`src/hdl/lrs_pkg.sv`:
```
// shared types and constants of the regression engine
package lrs_pkg;

  localparam int MAX_INPUTS  = 16;
  localparam int MAX_OUTPUTS = 4;
  localparam int IN_W        = $clog2(MAX_INPUTS);
  localparam int OUT_W       = $clog2(MAX_OUTPUTS);
  localparam int WADDR_W     = IN_W + OUT_W;
  localparam int CNT_W       = (IN_W > OUT_W) ? IN_W : OUT_W;
  localparam int VAL_W       = 24;
  localparam int RATE_W      = 16;
  localparam int ACC_W       = 40;
  localparam int CFG_IDX_W   = 2;
  localparam int CFG_DATA_W  = 8;
  localparam int IN_CNT_W    = 5;
  localparam int OUT_CNT_W   = 3;
  localparam int S_DATA_W    = 48;
  localparam int M_DATA_W    = 32;

  localparam logic [CFG_IDX_W-1:0] REG_INPUT_COUNT  = 2'd0;
  localparam logic [CFG_IDX_W-1:0] REG_OUTPUT_COUNT = 2'd1;

  typedef enum logic [1:0] {
    OP_LOAD_W = 2'd0,
    OP_LOAD_B = 2'd1,
    OP_SAMPLE = 2'd2,
    OP_TARGET = 2'd3
  } op_e;

  typedef enum logic [3:0] {
    DP_NOP,
    DP_LATCH,
    DP_LOADW,
    DP_LOADB,
    DP_FEAT,
    DP_RD,
    DP_MUL_SAMPLE,
    DP_ACC,
    DP_ERR,
    DP_MUL_BIAS,
    DP_BIAS_UPD,
    DP_MUL_EX,
    DP_MUL_PR,
    DP_W_UPD
  } dp_op_e;

  typedef enum logic [3:0] {
    ST_IDLE,
    ST_DISPATCH,
    ST_S_RD,
    ST_S_MUL,
    ST_S_ACC,
    ST_S_EMIT,
    ST_T_EMIT,
    ST_T_BMUL,
    ST_T_BUPD,
    ST_T_RD,
    ST_T_MX,
    ST_T_MR,
    ST_T_WUPD
  } state_e;

  typedef struct packed {
    dp_op_e           op;
    logic [CNT_W-1:0] cnt;
    logic             out_load;
    logic             out_kind;
    logic             out_last;
  } dp_cmd_t;

  typedef struct packed {
    op_e              op;
    logic             samp_skip;
    logic             samp_last;
    logic             tgt_skip;
    logic [IN_W-1:0]  ni_last;
    logic [OUT_W-1:0] no_last;
    logic             slot_free;
  } dp_stat_t;

endpackage

```
`src/hdl/lrs_ctrl.sv`:
```
// sequencer for loads, sample accumulation, result emission and training
module lrs_ctrl (
  input  logic             clk_i,
  input  logic             rst_ni,
  input  logic             s_valid_i,
  output logic             s_ready_o,
  input  lrs_pkg::dp_stat_t stat_i,
  output lrs_pkg::dp_cmd_t  cmd_o
);
  import lrs_pkg::*;

  state_e           state_q, state_d;
  logic [CNT_W-1:0] cnt_q, cnt_d;

  always_ff @(posedge clk_i or negedge rst_ni) begin
    if (!rst_ni) begin
      state_q <= ST_IDLE;
      cnt_q   <= '0;
    end else begin
      state_q <= state_d;
      cnt_q   <= cnt_d;
    end
  end

  // next state
  always_comb begin
    state_d = state_q;
    cnt_d   = cnt_q;
    case (state_q)
      ST_IDLE: begin
        if (s_valid_i) state_d = ST_DISPATCH;
      end
      ST_DISPATCH: begin
        cnt_d = '0;
        case (stat_i.op)
          OP_SAMPLE: state_d = stat_i.samp_skip ? ST_IDLE : ST_S_RD;
          OP_TARGET: state_d = stat_i.tgt_skip ? ST_IDLE : ST_T_EMIT;
          default:   state_d = ST_IDLE;
        endcase
      end
      ST_S_RD:  state_d = ST_S_MUL;
      ST_S_MUL: state_d = ST_S_ACC;
      ST_S_ACC: begin
        if (cnt_q == CNT_W'(MAX_OUTPUTS - 1)) begin
          cnt_d   = '0;
          state_d = stat_i.samp_last ? ST_S_EMIT : ST_IDLE;
        end else begin
          cnt_d   = cnt_q + 1'b1;
          state_d = ST_S_RD;
        end
      end
      ST_S_EMIT: begin
        if (stat_i.slot_free) begin
          if (cnt_q[OUT_W-1:0] == stat_i.no_last) begin
            state_d = ST_IDLE;
          end else begin
            cnt_d = cnt_q + 1'b1;
          end
        end
      end
      ST_T_EMIT: begin
        if (stat_i.slot_free) state_d = ST_T_BMUL;
      end
      ST_T_BMUL: state_d = ST_T_BUPD;
      ST_T_BUPD: begin
        cnt_d   = '0;
        state_d = ST_T_RD;
      end
      ST_T_RD: state_d = ST_T_MX;
      ST_T_MX: state_d = ST_T_MR;
      ST_T_MR: state_d = ST_T_WUPD;
      ST_T_WUPD: begin
        if (cnt_q[IN_W-1:0] == stat_i.ni_last) begin
          state_d = ST_IDLE;
        end else begin
          cnt_d   = cnt_q + 1'b1;
          state_d = ST_T_RD;
        end
      end
      default: state_d = ST_IDLE;
    endcase
  end

  // outputs
  always_comb begin
    s_ready_o     = 1'b0;
    cmd_o.op       = DP_NOP;
    cmd_o.cnt      = cnt_q;
    cmd_o.out_load = 1'b0;
    cmd_o.out_kind = 1'b0;
    cmd_o.out_last = 1'b0;
    case (state_q)
      ST_IDLE: begin
        s_ready_o = 1'b1;
        if (s_valid_i) cmd_o.op = DP_LATCH;
      end
      ST_DISPATCH: begin
        case (stat_i.op)
          OP_LOAD_W: cmd_o.op = DP_LOADW;
          OP_LOAD_B: cmd_o.op = DP_LOADB;
          OP_SAMPLE: cmd_o.op = stat_i.samp_skip ? DP_NOP : DP_FEAT;
          OP_TARGET: cmd_o.op = stat_i.tgt_skip ? DP_NOP : DP_ERR;
          default:   cmd_o.op = DP_NOP;
        endcase
      end
      ST_S_RD:   cmd_o.op = DP_RD;
      ST_S_MUL:  cmd_o.op = DP_MUL_SAMPLE;
      ST_S_ACC:  cmd_o.op = DP_ACC;
      ST_S_EMIT: begin
        cmd_o.out_load = stat_i.slot_free;
        cmd_o.out_last = (cnt_q[OUT_W-1:0] == stat_i.no_last);
      end
      ST_T_EMIT: begin
        cmd_o.out_load = stat_i.slot_free;
        cmd_o.out_kind = 1'b1;
        cmd_o.out_last = 1'b1;
      end
      ST_T_BMUL: cmd_o.op = DP_MUL_BIAS;
      ST_T_BUPD: cmd_o.op = DP_BIAS_UPD;
      ST_T_RD:   cmd_o.op = DP_RD;
      ST_T_MX:   cmd_o.op = DP_MUL_EX;
      ST_T_MR:   cmd_o.op = DP_MUL_PR;
      ST_T_WUPD: cmd_o.op = DP_W_UPD;
      default:   cmd_o.op = DP_NOP;
    endcase
  end
endmodule

```
`config.mk`:
```
export PLATFORM = sky130hd
export DESIGN_NAME = lrs_ctrl
export DESIGN_NICKNAME = d
export VERILOG_FILES = /design/src/hdl/lrs_pkg.sv /design/src/hdl/lrs_ctrl.sv
export SDC_FILE = /design/constraint.sdc
export NUM_CORES = 1
export LEC_CHECK = 0
export BUFFER_PORTS_ARGS = -buffer_cell sky130_fd_sc_hd__buf_2
export CAP_MARGIN = 40
export CORE_MARGIN = 1.5
export CORE_UTILIZATION = 50
export DETAILED_ROUTE_END_ITERATION = 16
export GPL_TIMING_DRIVEN = 0
export PLACE_DENSITY = 0.78
export SLEW_MARGIN = 20
export SYNTH_ARGS = -nofsm -noshare
export SYNTH_HDL_FRONTEND = slang
export SYNTH_SLANG_ARGS = --single-unit
```
`constraint.sdc`:
```
create_clock -name clk_i -period 3 [get_ports clk_i]
set_clock_uncertainty 0.2 [all_clocks]
set_input_delay 0.45 -clock clk_i [delete_from_list [all_inputs] [get_ports clk_i]]
set_output_delay 0.45 -clock clk_i [all_outputs]
set_load 0.01 [all_outputs]
```
After elaboration in Yosys (flattened, before gate mapping):

Cells that the tools add are included.

* add/sub/neg operators: 1
* equal/unequal tests: 24
* multiplexer cells: 25
* reductions and logical operators: 8

Operators with widths (number)
* 4-bit case mux with 13 select lines: 1
* 4-bit two-way mux: 10
* 4-bit case mux with 10 select lines: 1
* 4-bit case mux with 4 select lines: 2
* 4-bit == test (second input constant): 5
* 4-bit by 3-bit == test with 1-bit output (second input constant): 4
* 4-bit by 2-bit == test with 1-bit output (second input constant): 3
* 3-bit two-way mux: 4
* 2-bit inequality test (second input constant): 6
* 4-bit AND reduction: 2
* 3-bit case mux with 2 select lines: 1
* 2-bit OR reduction: 3
* 4-bit by 1-bit adder with 4-bit output (second input constant): 1
* 2-bit == test (second input constant): 2
* 4-bit by 1-bit == test with 1-bit output (second input constant): 1
* 4-bit == test: 1
* 4-bit zero test: 1
* 1-bit two-way mux: 4
* 4-bit nonzero test: 1
* 2-bit by 1-bit == test with 1-bit output (second input constant): 1
* 2-bit == test: 1
* 2-bit zero test: 1
* 2-bit two-way mux: 1
* 1-bit case mux with 2 select lines: 1

* flip-flop bits (word level): 8
* output and inout bits: 12
* word-level logic and storage cells: 60

Depth between registers and ports, before layout:

* depth in word-level cells: 4
* depth in mapped cells: 7

Least setup slack after synthesis:

No wires, ideal clock.

* path type: register -> output
* start point: register state_q[3]
* end point: output port cmd_o[7] (netlist name)
* arrival: 1.303 ns
* slack: 1.047 ns
* stages on the path, launching flop included: 5
* cells stage by stage: dfrtp_1 > clkbuf_1 > clkbuf_1 > a21oi_1 > a211o_1

RTL lines
* from (decl): RTL line lrs_ctrl.sv:12 `state_e state_q, state_d;`
* from (signal assigned): RTL line lrs_ctrl.sv:20 `state_q <= state_d;`
* to (decl): RTL line lrs_ctrl.sv:8 `output lrs_pkg::dp_cmd_t cmd_o`

==> flow_metrics.env <==
export IMPL_status="complete, no violations"
export IMPL_synthFlopType="dfrtp_1"
export IMPL_fin_util_pct=66.03
export IMPL_dpl_cell_area_um2=962.2
export IMPL_cts_root_buf="clkbuf_4"
export IMPL_slew_viol_final=0
export IMPL_period_minus_slack_ns=2.518
export IMPL_final_common_cell="buf_2"
export IMPL_finalPower_mw=1.105
export IMPL_firstDrtPassIters=4
export IMPL_mostFrequentLayoutCells="buf_2 (28), nor2_1 (12), a21oi_1 (10), nand2_1 (10)"
export IMPL_setup_tns_ns=0
export IMPL_dr_total_vias=935
export IMPL_crit_family="buffers and inverters"
export IMPL_muxShareOfSynthArea_pct=3.698
export IMPL_portBuffers=26
export IMPL_r2r_cells=5
export IMPL_nets=159
export IMPL_yosys_warnings=0
export IMPL_routedWlPerCell_um=13.07
export IMPL_crit_path_cell_trace="clkbuf_1 -> clkbuf_1 -> a21oi_1 -> a211o_1 -> buf_2"
export IMPL_cpMostUsedCell="clkbuf_1"
export IMPL_cts_sinks=8
export IMPL_synth_top_family_by_area="compound AO/OA/AOI/OAI gates"
export IMPL_r2r_slack_ns=0.83
export IMPL_fin_area_um2=994.7
export IMPL_drtIter0Drc=25
export IMPL_wirelength_mm=2.052
export IMPL_fp_dieW_um=43.30
export IMPL_start_util_pct=53.90
export IMPL_clockBufferDepth=2
export IMPL_multi_input_area_um2=564.3
export IMPL_grt_total_usage_pct=24.22
export IMPL_rr_endpoint="cnt_q[3]"
export IMPL_synth_xor_area_share_pct=7.550
export IMPL_p_leak_nw=0.4785
export IMPL_synth_compound_area_share_pct=30.66
export IMPL_nFillCells=156
export IMPL_synth_simple_area_share_pct=26.04
export IMPL_slowest_delay_ns=0.42
export IMPL_core_rowCount=14
export IMPL_area_delta_synth_final_pct=22.50
export IMPL_clk_latency_ns=0.25
export IMPL_antenna_violating_nets_post_route=0
export IMPL_arrival_ns=1.87
export IMPL_ys_ff_latch=8
export IMPL_grt_setup_unrepaired="no"
export IMPL_synth_largest_area_cell="dfrtp_1"
export IMPL_vias_per_cell=5.955
export IMPL_power_density_nw_per_um2=1111
export IMPL_io_pins=27
export IMPL_antenna_cells=0
export IMPL_startpoint_type="flop"
export IMPL_grt_overflow=0
export IMPL_ys_seq_area_share_pct=24.65
export IMPL_grt_max_degree=11
export IMPL_antenna_found_initial=0
export IMPL_synthCells=111
export IMPL_drive_gt1_share_pct=24.11
export IMPL_synth_cell_area_um2=812.0
export IMPL_worstHoldPathType="primary input to async pin"
export IMPL_max_cap_violations=0
export IMPL_yosys_area_share_adder_pct=1.541
export IMPL_die_area_um2=1875
export IMPL_critical_path_buf_inv_count=3
export IMPL_path_max_fanout=10
export IMPL_htree_levels=1
export IMPL_gp_congestion=0.8585
export IMPL_max_slew_margin_pct=60.13
export IMPL_cts_resized=0
export IMPL_cp_end_kind="output port"
export IMPL_regArea_um2=200.2
export IMPL_syn_area_per_cell_um2=7.316
export IMPL_max_freq_mhz=397.2
export IMPL_core_area_um2=1506
export IMPL_cts_made_buffers=3
export IMPL_drc=0
export IMPL_grt_use_met1_pct=33.33
export IMPL_cts_tree="built"
export IMPL_clkTransAtPathRegs_ns=0.05
export IMPL_grt_pass1_wl_mm=3.436
export IMPL_worstPathRequired_ns=2.35
export IMPL_grt_use_met2_pct=39.70
export IMPL_max_vdd_ir_drop_uv=685.9
export IMPL_busiest_layer="met2"
export IMPL_synth_nets=127
export IMPL_r2r_start="cnt_q[2]"
export IMPL_synth_area_leaders="dfrtp_1 (25%), xor2_1 (6.5%), a21oi_1 (6.2%)"
export IMPL_grtUsageMet3_pct=5.106
export IMPL_synthArstFlopShare_pct=100.0
export IMPL_crit_slowest_cell="dfrtp_1"
export IMPL_hold_viol=0
export IMPL_cts_setup_buffers=0
export IMPL_die_y_um=43.30
export IMPL_yosysTopAreaCellShare_pct=24.65
export IMPL_ys_types=40
export IMPL_grt_pass1_vias=807
export IMPL_finalCritPeriodShare_pct=83.93
export IMPL_dp_hpwl_mm=1.596
export IMPL_tightest_slew_ns=0.5968
export IMPL_synth_edf_count=0
export IMPL_critPathKind="flop to output port"
export IMPL_setup_viol=0
[report_power, final]
part / total, mW / internal, mW / switching, mW
sequential: 0.228 / 0.161 / 0.0670
combinational: 0.797 / 0.323 / 0.474
clock: 0.0804 / 0.0457 / 0.0348
[worst max path at each step]
stage | from | to | slack (ns) | depth (start not counted)
6_report | state_q[3] | cmd_o[7] | 0.48 | 5
5_1_grt | state_q[3] | cmd_o[7] | 0.35 | 5
4_1_cts | state_q[3] | cmd_o[7] | 0.48 | 5
3_5_place_dp | stat_i[4] | cnt_q[3] | 0.74 | 6
3_3_place_gp | state_q[3] | cmd_o[7] | 0.78 | 5
2_1_floorplan | state_q[3] | cmd_o[7] | 1.05 | 4
[worst reg2reg max path, cell delays in order (launching register included)]
cell,delay [ns]
dfrtp_1,0.45
xor2_1,0.19
nor4_1,0.54
a311o_1,0.39
nor2_1,0.10
a31o_1,0.19
[cell type report]
class                           instances  area share [%]
Timing Repair Buffer                   27           14.09
Sequential cell                         8           20.13
Multi-Input combinational cell         91           56.73
Tap cell                               16           2.013
Clock buffer                            3           2.264
Buffer                                  7           2.893
Inverter                                5           1.887
[Yosys cell counts, types with 2 or more instances]
| cell type | number |
|---|---|
| a21o_1 | 2 |
| a21oi_1 | 10 |
| buf_1 | 2 |
| buf_2 | 2 |
| clkbuf_1 | 3 |
| dfrtp_1 | 8 |
| inv_1 | 4 |
| mux2i_1 | 3 |
| nand2_1 | 10 |
| nand2b_1 | 3 |
| nand3_1 | 5 |
| nor2_1 | 12 |
| nor3_1 | 2 |
| nor4_1 | 2 |
| o211ai_1 | 3 |
| o21ai_0 | 8 |
| o31ai_1 | 4 |
| xor2_1 | 6 |
[logic make-up (layout without fill, tap and decap cells)]
kind of cell	count (synthesis)	count (layout)
compound gates	38	38
mux	3	3
buf+inv	12	42
simple gates	42	42
fa+ha+maj	1	1
flops	8	8
xor+xnor	7	7
[layer usage]
| metal | vias up | wire length [um] |
|---|---|---|
| met5 | - | 0 |
| met1 | 438 | 937 |
| met3 | 0 | 119 |
| li1 | 467 | - |
| met2 | 30 | 995 |
| met4 | 0 | 0 |
[registers in the layout, indices dropped and copies added, names as in the netlist]
name	cells
cnt_q	4
state_q	4
[metrics by stage]
step	hold WS, ns	worst slack (ns)	std cells
global route	0.3859	0.3512	157
floorplan	-0.04559	1.047	111
global placement	0.09177	0.7790	153
CTS	0.3571	0.4808	157
finish	0.3657	0.4822	157
detailed placement	0.09535	0.7440	153
[repair_timing]
action,4_1_cts,5_1_grt
hold buffers,1,0
hold endpoints to repair,8,0
setup endpoints to repair,0,0
(Power assumes the default switching activity.)
